## config.mk

```make
export PLATFORM = sky130hd
export DESIGN_NAME = power_up_down_sequencer_top
export DESIGN_NICKNAME = d
export VERILOG_FILES = /design/src/sv/pwrseq_pkg.sv /design/src/sv/pwrseq_step.sv /design/src/sv/power_up_down_sequencer_top.sv
export SDC_FILE = /design/constraint.sdc
export NUM_CORES = 1
export LEC_CHECK = 0
export BUFFER_PORTS_ARGS = -buffer_cell sky130_fd_sc_hd__buf_4
export CORE_ASPECT_RATIO = 1.75
export CORE_MARGIN = 1.5
export CORE_UTILIZATION = 45
export CTS_BUF_LIST = sky130_fd_sc_hd__clkbuf_4 sky130_fd_sc_hd__clkbuf_8
export DETAILED_ROUTE_END_ITERATION = 8
export GPL_ROUTABILITY_DRIVEN = 0
export PLACE_DENSITY = 0.61
export SKIP_CTS_REPAIR_TIMING = 1
export SYNTH_ARGS = -nofsm -noshare
export SYNTH_HDL_FRONTEND = slang
export SYNTH_SLANG_ARGS = --single-unit
```

## constraint.sdc

```tcl
create_clock -name clk_i -period 3.7 [get_ports clk_i]
set_clock_uncertainty 0.2 [all_clocks]
set_input_delay 0.555 -clock clk_i [delete_from_list [all_inputs] [get_ports clk_i]]
set_output_delay 0.555 -clock clk_i [all_outputs]
set_load 0.1 [all_outputs]
```

## src/sv/pwrseq_pkg.sv

```systemverilog
`timescale 1ns / 1ps
// Package for the power up/down sequencer: item types, phase and action codes,
// timing constants. Depends on nothing; every other file imports it.
package pwrseq_pkg;

  // Timing constants: tick and slice lengths in milliseconds, pauses in ticks, restart in slices.
  localparam int TICK_MS          = 10;
  localparam int RESTART_SLICE_MS = 10;

  localparam logic [15:0] PAUSE_MUTE  = 16'(200 / TICK_MS);
  localparam logic [15:0] PAUSE_POWER = 16'(1000 / TICK_MS);
  localparam logic [15:0] PAUSE_SHUT  = 16'(100 / TICK_MS);
  localparam logic [7:0]  RESTART_STEPS = 8'(1000 / RESTART_SLICE_MS);

  // Reciprocal used to turn a 16 bit millisecond value into ticks.
  localparam int DIV_L  = $clog2(TICK_MS);
  localparam int DIV_SH = 16 + DIV_L;
  localparam int DIV_W  = DIV_SH + 16;
  localparam logic [DIV_W-1:0] DIV_M = DIV_W'(((64'd1 << DIV_SH) + 64'(TICK_MS) - 64'd1)
                                              / 64'(TICK_MS));

  // Configuration register indexes.
  localparam logic [2:0] REG_HOT_RESTART   = 3'd0;
  localparam logic [2:0] REG_AUTO_RESTART  = 3'd1;
  localparam logic [2:0] REG_LATCHING_SW   = 3'd2;
  localparam logic [2:0] REG_BOOT_FINISH   = 3'd3;
  localparam logic [2:0] REG_UNMUTE_TMO    = 3'd4;

  localparam logic [15:0] BOOT_FINISH_RST = 16'd5000;
  localparam logic [15:0] UNMUTE_TMO_RST  = 16'd10000;
  localparam logic [15:0] BOOT_PAUSE_RST  = 16'(5000 / TICK_MS);

  // Phase codes.
  localparam logic [2:0] PH_NONE    = 3'd0;
  localparam logic [2:0] PH_WAITPG  = 3'd1;
  localparam logic [2:0] PH_STANDBY = 3'd2;
  localparam logic [2:0] PH_BOOT    = 3'd3;
  localparam logic [2:0] PH_RUN     = 3'd4;
  localparam logic [2:0] PH_SHUT    = 3'd5;
  localparam logic [2:0] PH_HOT     = 3'd6;

  // Reported run states.
  localparam logic [2:0] REP_STANDBY  = 3'd1;
  localparam logic [2:0] REP_BOOTING  = 3'd2;
  localparam logic [2:0] REP_RUNNING  = 3'd3;
  localparam logic [2:0] REP_SHUTDOWN = 3'd4;

  // LED patterns.
  localparam logic [2:0] LED_NONE      = 3'd0;
  localparam logic [2:0] LED_VERY_FAST = 3'd1;
  localparam logic [2:0] LED_SHOW_IDS  = 3'd2;
  localparam logic [2:0] LED_STANDBY   = 3'd3;
  localparam logic [2:0] LED_MEDIUM    = 3'd4;
  localparam logic [2:0] LED_ON        = 3'd5;
  localparam logic [2:0] LED_FAST      = 3'd6;

  // Active-state change codes.
  localparam logic [1:0] ACT_NONE  = 2'd0;
  localparam logic [1:0] ACT_SET   = 2'd1;
  localparam logic [1:0] ACT_CLEAR = 2'd2;

  // Action bit positions.
  localparam int A_MUTE     = 0;
  localparam int A_PCINIT   = 1;
  localparam int A_SYSON    = 2;
  localparam int A_BUS_EN   = 3;
  localparam int A_PCON     = 4;
  localparam int A_HOST_RST = 5;
  localparam int A_MONSTART = 6;
  localparam int A_MONSTOP  = 7;
  localparam int A_CLROVR   = 8;
  localparam int A_ALLOFF   = 9;
  localparam int A_SYSOFF   = 10;
  localparam int A_ARM      = 11;
  localparam int A_SERIN    = 12;
  localparam int A_SERDE    = 13;
  localparam int A_HB       = 14;
  localparam int A_GLITCH1  = 15;
  localparam int A_GLITCH2  = 16;

  localparam logic OP_START = 1'b0;

  typedef struct packed {
    logic operation;
    logic power_good;
    logic switch_on_event;
    logic switch_off_event;
    logic switch_released;
    logic system_locked;
    logic pc_is_off;
    logic board_is_off;
    logic pc_changed;
    logic board_changed;
  } in_item_t;

  typedef struct packed {
    logic [2:0]  run_state;
    logic [2:0]  led_command;
    logic [16:0] actions;
    logic [15:0] monitor_timeout_ms;
    logic        running_flag;
    logic [1:0]  active_change;
  } out_item_t;

  typedef struct packed {
    logic [2:0]  phase;
    logic [7:0]  step_count;
    logic [15:0] pause_count;
    logic        restart_pending;
    logic [2:0]  reported_state;
  } seq_state_t;

  typedef struct packed {
    logic        hot_restart;
    logic        auto_restart;
    logic        latching_switch;
    logic [15:0] boot_finish_ms;
    logic [15:0] boot_pause;
    logic [15:0] unmute_timeout_ms;
  } cfg_t;

endpackage

```

## src/sv/pwrseq_step.sv

```systemverilog
`timescale 1ns / 1ps
// Next-state and result logic for one item of the power sequencer.
// Purely combinational; depends on pwrseq_pkg.
module pwrseq_step (
  input  pwrseq_pkg::seq_state_t state_i,
  input  pwrseq_pkg::cfg_t       cfg_i,
  input  pwrseq_pkg::in_item_t   item_i,
  output pwrseq_pkg::seq_state_t state_o,
  output pwrseq_pkg::out_item_t  result_o
);
  import pwrseq_pkg::*;

  seq_state_t  st;
  logic [2:0]  led;
  logic [16:0] act;
  logic [15:0] mon;
  logic [1:0]  active;
  logic [2:0]  target;
  logic        go;
  logic        cleared;
  logic [7:0]  step_inc;
  logic [15:0] unmute_rest;

  assign step_inc    = state_i.step_count + 8'd1;
  assign unmute_rest = (cfg_i.unmute_timeout_ms > cfg_i.boot_finish_ms) ?
                       (cfg_i.unmute_timeout_ms - cfg_i.boot_finish_ms) : 16'd0;

  always_comb begin
    st      = state_i;
    led     = LED_NONE;
    act     = '0;
    mon     = '0;
    active  = ACT_NONE;
    go      = 1'b0;
    target  = PH_NONE;
    cleared = 1'b0;

    // First pass: decide the step and whether a phase change follows.
    if (item_i.operation == OP_START) begin
      st.restart_pending = cfg_i.auto_restart;
      go     = 1'b1;
      target = cfg_i.hot_restart ? PH_HOT : PH_WAITPG;
    end else if (state_i.pause_count != 16'd0) begin
      st.pause_count = state_i.pause_count - 16'd1;
    end else begin
      case (state_i.phase)
        PH_WAITPG: begin
          if (state_i.step_count == 8'd0) begin
            st.step_count = 8'd1;
            led = LED_VERY_FAST;
          end
          if (item_i.power_good) begin
            led    = LED_SHOW_IDS;
            go     = 1'b1;
            target = PH_STANDBY;
          end
        end
        PH_STANDBY: begin
          case (state_i.step_count)
            8'd0: begin
              led = LED_STANDBY;
              st.step_count = 8'd1;
            end
            8'd1: begin
              if (cfg_i.latching_switch || item_i.switch_released) begin
                act[A_ARM] = 1'b1;
                st.step_count = 8'd2;
              end
            end
            8'd2: begin
              if (item_i.switch_on_event || state_i.restart_pending) begin
                if (state_i.restart_pending) begin
                  st.step_count = 8'd3;
                end else begin
                  go     = 1'b1;
                  target = PH_BOOT;
                end
                st.restart_pending = 1'b0;
              end
            end
            default: begin
              st.step_count = step_inc;
              if (step_inc >= RESTART_STEPS) begin
                go     = 1'b1;
                target = PH_BOOT;
              end
            end
          endcase
        end
        PH_BOOT: begin
          case (state_i.step_count)
            8'd0: begin
              st.step_count  = 8'd1;
              led            = LED_MEDIUM;
              act[A_MUTE]    = 1'b1;
              st.pause_count = PAUSE_MUTE;
            end
            8'd1: begin
              st.step_count  = 8'd2;
              act[A_PCINIT]  = 1'b1;
              act[A_SYSON]   = 1'b1;
              act[A_BUS_EN]  = 1'b1;
              st.pause_count = PAUSE_POWER;
            end
            8'd2: begin
              st.step_count  = 8'd3;
              act[A_PCON]    = 1'b1;
              st.pause_count = PAUSE_POWER;
            end
            8'd3: begin
              st.step_count   = 8'd4;
              act[A_HOST_RST] = 1'b1;
              st.pause_count  = cfg_i.boot_pause;
            end
            8'd4: begin
              act[A_MONSTART] = 1'b1;
              act[A_ARM]      = 1'b1;
              mon    = unmute_rest;
              go     = 1'b1;
              target = PH_RUN;
            end
            default: begin
            end
          endcase
        end
        PH_RUN: begin
          if (item_i.switch_off_event && !item_i.system_locked) begin
            go     = 1'b1;
            target = PH_SHUT;
          end else if (state_i.step_count == 8'd0) begin
            st.step_count = 8'd1;
            led        = LED_ON;
            act[A_HB]  = 1'b1;
            cleared    = 1'b1;
          end else if (state_i.step_count == 8'd1) begin
            st.step_count = 8'd2;
          end
          if (!cleared) begin
            act[A_GLITCH1] = item_i.pc_changed;
            act[A_GLITCH2] = item_i.board_changed;
          end
        end
        PH_SHUT: begin
          if (state_i.step_count == 8'd0) begin
            act[A_MONSTOP] = 1'b1;
            act[A_CLROVR]  = 1'b1;
            act[A_MUTE]    = 1'b1;
            act[A_ALLOFF]  = 1'b1;
            st.step_count  = 8'd1;
            led            = LED_FAST;
            st.pause_count = PAUSE_SHUT;
          end else if (item_i.pc_is_off && item_i.board_is_off) begin
            act[A_SYSOFF] = 1'b1;
            go     = 1'b1;
            target = PH_STANDBY;
          end
        end
        PH_HOT: begin
          act[A_MONSTART] = 1'b1;
          act[A_ARM]      = 1'b1;
          go     = 1'b1;
          target = PH_RUN;
        end
        default: begin
        end
      endcase
    end

    // Second pass: apply the phase change and its side effects.
    if (go) begin
      st.phase       = target;
      st.step_count  = 8'd0;
      st.pause_count = 16'd0;
      case (target)
        PH_STANDBY: begin
          st.reported_state = REP_STANDBY;
          act[A_SERDE] = 1'b1;
          // Leaving shutdown waits out the power-off settle time.
          if (state_i.phase == PH_SHUT && item_i.operation != OP_START) begin
            st.pause_count = PAUSE_POWER;
          end
        end
        PH_BOOT: begin
          st.reported_state = REP_BOOTING;
          act[A_SERIN] = 1'b1;
          active = ACT_SET;
        end
        PH_HOT: begin
          st.reported_state = REP_BOOTING;
          act[A_SERIN] = 1'b1;
        end
        PH_RUN: begin
          st.reported_state = REP_RUNNING;
          active = ACT_SET;
        end
        PH_SHUT: begin
          st.reported_state = REP_SHUTDOWN;
          active = ACT_CLEAR;
        end
        default: begin
        end
      endcase
    end
  end

  assign state_o = st;

  assign result_o.run_state          = st.reported_state;
  assign result_o.led_command        = led;
  assign result_o.actions            = act;
  assign result_o.monitor_timeout_ms = mon;
  assign result_o.running_flag       = (st.phase == PH_RUN);
  assign result_o.active_change      = active;

endmodule

```

## src/sv/power_up_down_sequencer_top.sv

```systemverilog
`timescale 1ns / 1ps
// Top level of the power up/down sequencer: input register, step logic and result register.
// Depends on pwrseq_pkg and pwrseq_step.
//
// Usage. Items enter on in_item_i under in_valid_i; an item is taken at a rising edge where
// in_valid_i is high and in_stall_o is low. An item with operation 0 starts the sequencer,
// an item with operation 1 is one time-slice tick. Every item gives exactly one result item
// on out_item_o under out_valid_o, taken when out_stall_i is low.
// The result item is held first in the input register; then the step logic writes the
// sequencer state and the result register together, once the result register is free.
// Throughput is one item per clock while the receiver does not stall; the only loop is the
// state register fed back through the combinational step logic.
// When the receiver stalls, the waiting result holds in the result register and the input
// register still takes one more item; only when both are full does in_stall_o rise.
// Configuration writes use cfg_valid_i, cfg_index_i and cfg_data_i and are always ready.
// They are meant for idle periods only. Writing boot_finish_ms also stores its tick count,
// worked out by a reciprocal multiplication on the way into the register.
// Reset (rst_ni low) empties both registers, clears the sequencer to "no phase" and loads
// the register defaults; the block accepts items as soon as reset is released.
module power_up_down_sequencer_top (
  input  logic                  clk_i,
  input  logic                  rst_ni,
  input  logic                  in_valid_i,
  output logic                  in_stall_o,
  input  pwrseq_pkg::in_item_t  in_item_i,
  output logic                  out_valid_o,
  input  logic                  out_stall_i,
  output pwrseq_pkg::out_item_t out_item_o,
  input  logic                  cfg_valid_i,
  output logic                  cfg_ready_o,
  input  logic [2:0]            cfg_index_i,
  input  logic [15:0]           cfg_data_i
);
  import pwrseq_pkg::*;

  logic       in_vld_q;
  in_item_t   in_item_q;
  logic       out_vld_q;
  out_item_t  out_item_q;
  seq_state_t state_q, state_d;
  out_item_t  result_d;
  cfg_t       cfg_q;
  logic       out_free;
  logic       step_fire;
  logic       in_take;
  logic       cfg_we;
  logic [DIV_W-1:0] ticks_prod;

  // The result register can take a new item when empty or when its item leaves now.
  assign out_free  = !out_vld_q || !out_stall_i;
  assign step_fire = in_vld_q && out_free;
  assign in_stall_o = in_vld_q && !out_free;
  assign in_take   = in_valid_i && !in_stall_o;

  assign cfg_ready_o = 1'b1;
  assign cfg_we      = cfg_valid_i && cfg_ready_o;

  // Milliseconds to ticks by a multiplication with the rounded-up reciprocal.
  assign ticks_prod = DIV_W'(cfg_data_i) * DIV_M;

  pwrseq_step u_step (
    .state_i  (state_q),
    .cfg_i    (cfg_q),
    .item_i   (in_item_q),
    .state_o  (state_d),
    .result_o (result_d)
  );

  always_ff @(posedge clk_i or negedge rst_ni) begin
    if (!rst_ni) begin
      in_vld_q  <= 1'b0;
      out_vld_q <= 1'b0;
      state_q   <= '0;
    end else begin
      if (in_take) begin
        in_vld_q <= 1'b1;
      end else if (step_fire) begin
        in_vld_q <= 1'b0;
      end
      if (step_fire) begin
        out_vld_q <= 1'b1;
        state_q   <= state_d;
      end else if (!out_stall_i) begin
        out_vld_q <= 1'b0;
      end
    end
  end

  // Payload registers carry no reset.
  always_ff @(posedge clk_i) begin
    if (in_take) begin
      in_item_q <= in_item_i;
    end
    if (step_fire) begin
      out_item_q <= result_d;
    end
  end

  always_ff @(posedge clk_i or negedge rst_ni) begin
    if (!rst_ni) begin
      cfg_q.hot_restart       <= 1'b0;
      cfg_q.auto_restart      <= 1'b0;
      cfg_q.latching_switch   <= 1'b0;
      cfg_q.boot_finish_ms    <= BOOT_FINISH_RST;
      cfg_q.boot_pause        <= BOOT_PAUSE_RST;
      cfg_q.unmute_timeout_ms <= UNMUTE_TMO_RST;
    end else if (cfg_we) begin
      case (cfg_index_i)
        REG_HOT_RESTART:  cfg_q.hot_restart     <= cfg_data_i[0];
        REG_AUTO_RESTART: cfg_q.auto_restart    <= cfg_data_i[0];
        REG_LATCHING_SW:  cfg_q.latching_switch <= cfg_data_i[0];
        REG_BOOT_FINISH: begin
          cfg_q.boot_finish_ms <= cfg_data_i;
          cfg_q.boot_pause     <= ticks_prod[DIV_SH +: 16];
        end
        REG_UNMUTE_TMO:   cfg_q.unmute_timeout_ms <= cfg_data_i;
        default: begin
        end
      endcase
    end
  end

  assign out_valid_o = out_vld_q;
  assign out_item_o  = out_item_q;

  // The input side only stalls while an item is waiting in the input register.
  a_stall_needs_item: assert property (@(posedge clk_i) disable iff (!rst_ni)
    in_stall_o |-> in_vld_q)
    else $error("input stalled with an empty input register");

  // A running result always reports the running state.
  a_running_reported: assert property (@(posedge clk_i) disable iff (!rst_ni)
    (out_vld_q && out_item_q.running_flag) |-> (out_item_q.run_state == REP_RUNNING))
    else $error("running flag without running state");

  // A tick during a pause never moves the phase.
  a_pause_holds_phase: assert property (@(posedge clk_i) disable iff (!rst_ni)
    (step_fire && in_item_q.operation != OP_START && state_q.pause_count != 16'd0)
    |=> (state_q.phase == $past(state_q.phase)))
    else $error("phase changed during a pause");

  // The active-state change code never takes its unused value.
  a_active_code: assert property (@(posedge clk_i) disable iff (!rst_ni)
    out_vld_q |-> (out_item_q.active_change != 2'd3))
    else $error("invalid active-state change code");

endmodule

```

==> metrics.yaml <==
grt_pass1_wl_um: 49600
p_leak_nw: 6.82
synth-seq-area-share: 0.297
min_period_ns: 5.07
die_x_um: 125
grt_setup_unrepaired: "true"
clk_pin_slew_ns: 0.08
insertion_delay_ns: 0.47
cap_violations: 0
pre_cts_ws_ns: -2.33
die_height_um: 217
mostFrequentLayoutCells: "inv_1 (212), buf_4 (188), ha_1 (125)"
clock-sinks: 129
fin_total_pwr_mw: 11.3
port_buffers: 77
nNetsFinal: 1658
finalMaxSlewViolations: 0
crit_path_frequent_cell: "fa_1"
slew_headroom: 0.379
hold_start: "in_item_i[4]"
power.density_nw_per_um2: 780
rows: 78
netlist_area_sq_um: 11800
die_area_sq_um: 27200
setup_ws_ns: -1.37
min_path_type: "in -> reg"
wl_per_cell_um: 18.4
wl_um: 31800
coreArea_sq_um: 25800
drive_gt1_frac: 0.268
arrival_ns: 5.22
h-tree-depth: 4
cp.required_ns: 3.85
grt_max_degree: 61
finalSetupViolCount: 13
max_freq_mhz: 197
drtIter0Drc: 431
grt_usage: 0.237
vias: 9444
viasPerCell: 5.47
syn2layout_area_growth_pct: 23.2
status: "finished, violations left"
root_buffer: "clkbuf_8"
fin_tns_setup_ns: -16.38
crit_end: "cfg_q[28]"
yosysWarnings: 0
mostFrequentLayoutCell: "inv_1"
synthFlopType: "dfrtp_1"
end_kind: "flop"
antenna_found_initial: 0
yosys.cell_types.count: 91
synth_edf_count: 48
synth_nets: 1477
slowest_stage: "fa_1"
intPower_mw: 6.16
cp-startpoint: "cfg_data_i[4]"
worstReg2RegStart: "state_q[22]"
finalCritPeriodShare: 1.37
violations: "negative setup slack"
cp_num_buf_inv: 7
switching_share: 0.455
slowest_delay_ns: 0.55
dr.pass1.iters: 5
worstSetupStartpointType: "primary input"
grt_pass1_vias: 9639
critPathTopFamily: "adder cells"
postSynth.asyncResetShare: 0.628
clkPwrFrac: 0.112
rrSetupSlack_ns: 0.47
p_switching_mw: 5.14
cts_tree: "built"
cp_cell_sequence: "buf_4, ha_4, inv_2, fa_1, inv_1, fa_1, fa_2, fa_1, inv_1, fa_1, inv_1, ha_2, a211o_4, o22ai_4, buf_6, a211oi_4, o211ai_1, buf_4, a31o_4, nand3_2"
ir_drop_v: 0.000768
reg2reg_to: "state_q[20]"
io_pins: 79
path_class: "in -> reg"
hold_violations: 0
syn_area_per_cell_sq_um: 9.71
ys_ff_latch: 129
final_antenna_net_count: 0
start_util: 0.457
crit_fanout: 4
synth_cells: 1211
grt.overflow.total: 0
route.detailed.drc: 0
seq_power_share: 0.178
comb_power_share: 0.710
clk_path_buf_depth: 2
hpwl_um: 26300
r2r_cells: 8
worst_pin_slew_ns: 0.929
cts_buffers: 17
cp.depth: 20
-- cell type report --
class                           instances  area, sq um
Fill cell                            2366        11300
Multi-Input combinational cell        822         7780
Sequential cell                       129         3490
Timing Repair Buffer                  200         1560
Inverter                              222          841
Tap cell                              320          400
Clock buffer                           19          249
Clock inverter                         13          161
Antenna cell                            1         2.50
-- synthesized netlist by cell type (8+ instances only) --
master / count / area (sq um)
a211oi_1: 10 / 75.1
a21o_1: 14 / 105
a21oi_1: 35 / 175
a22o_1: 11 / 96.3
a31oi_1: 13 / 81.3
and3_1: 12 / 75.1
clkbuf_1: 21 / 78.8
dfrtp_1: 65 / 1630
dfstp_2: 16 / 420
edfxtp_1: 48 / 1440
fa_1: 80 / 1600
ha_1: 152 / 1900
inv_1: 221 / 830
mux2_2: 17 / 191
nand2_1: 80 / 300
nand2b_1: 15 / 93.8
nand3_1: 31 / 155
nand4_1: 13 / 81.3
nor2_1: 59 / 221
nor2b_1: 9 / 56.3
nor3_1: 31 / 155
nor4_1: 9 / 56.3
o21a_1: 9 / 67.6
o21ai_0: 59 / 295
o2bb2ai_1: 8 / 70.1
o31ai_1: 12 / 90.1
or3_1: 8 / 50.1
xnor2_1: 8 / 70.1
xor2_1: 14 / 123
-- worst min-delay path by stage --
stage,endpoint,depth (start not counted)
after floorplan,cfg_q[0],0
after global placement,state_q[1],1
after detailed placement,cfg_q[24],2
after CTS,state_q[26],1
after global routing,in_item_q[8],1
final,in_item_q[4],1
-- layer usage --
| metal | up-vias | global-route usage | part of all wire |
|---|---|---|---|
| met5 | - | 0 | 0 |
| met4 | 0 | 0.145 | 0.065 |
| met3 | 100 | 0.0322 | 0.029 |
| met2 | 218 | 0.468 | 0.56 |
| met1 | 4609 | 0.227 | 0.34 |
| li1 | 4517 | - | - |
-- sequential cells by signal, indices dropped and copies added, names as in the netlist --
name	count
cfg_q	48
state_q	31
out_valid_o	1
in_vld_q	1
in_item_q	10
out_item_o	38
-- per-stage QoR --
| step | std cells | cell area (sq um) | hold slack (ns) | utilization |
|---|---|---|---|---|
| CTS | 1719 | 14100 | -0.0366 | 0.545 |
| detailed placement | 1687 | 13600 | 0.265 | 0.530 |
| global route | 1725 | 14500 | 0.0338 | 0.562 |
| global placement | 1687 | 13600 | 0.259 | 0.530 |
| floorplan | 1211 | 12000 | 0.0594 | - |
| finish | 1726 | 14500 | 0.0585 | 0.562 |
-- power by group through the flow --
stage	Combinational [mW]	Clock [mW]	Sequential, mW
floorplan	4.45	0	2.20
global placement	6.69	0	2.03
detailed placement	6.82	0	2.03
CTS	6.86	1.29	2.01
global route	8.86	1.34	2.05
finish	8.02	1.27	2.01
-- cells by family after synthesis --
group | Yosys count | share of synthesized area
fa+ha+maj | 232 | 0.298
simple gates | 313 | 0.142
mux | 21 | 0.0205
buf+inv | 260 | 0.0886
flops | 129 | 0.297
compound gates | 233 | 0.138
other cells | 1 | 0.000319
xor+xnor | 22 | 0.0164
-- worst register-to-register path, stage by stage, from the launching register on --
cell and delay (ns):
dfrtp_1 0.54, nand3_1 0.23, or3_1 0.43, a2111oi_2 0.49, o31ai_4 0.25, a21oi_2 0.32, buf_4 0.23, o21ai_1 0.15
a22o_1 0.27
Note: power is estimated with default switching activity, not from simulation.
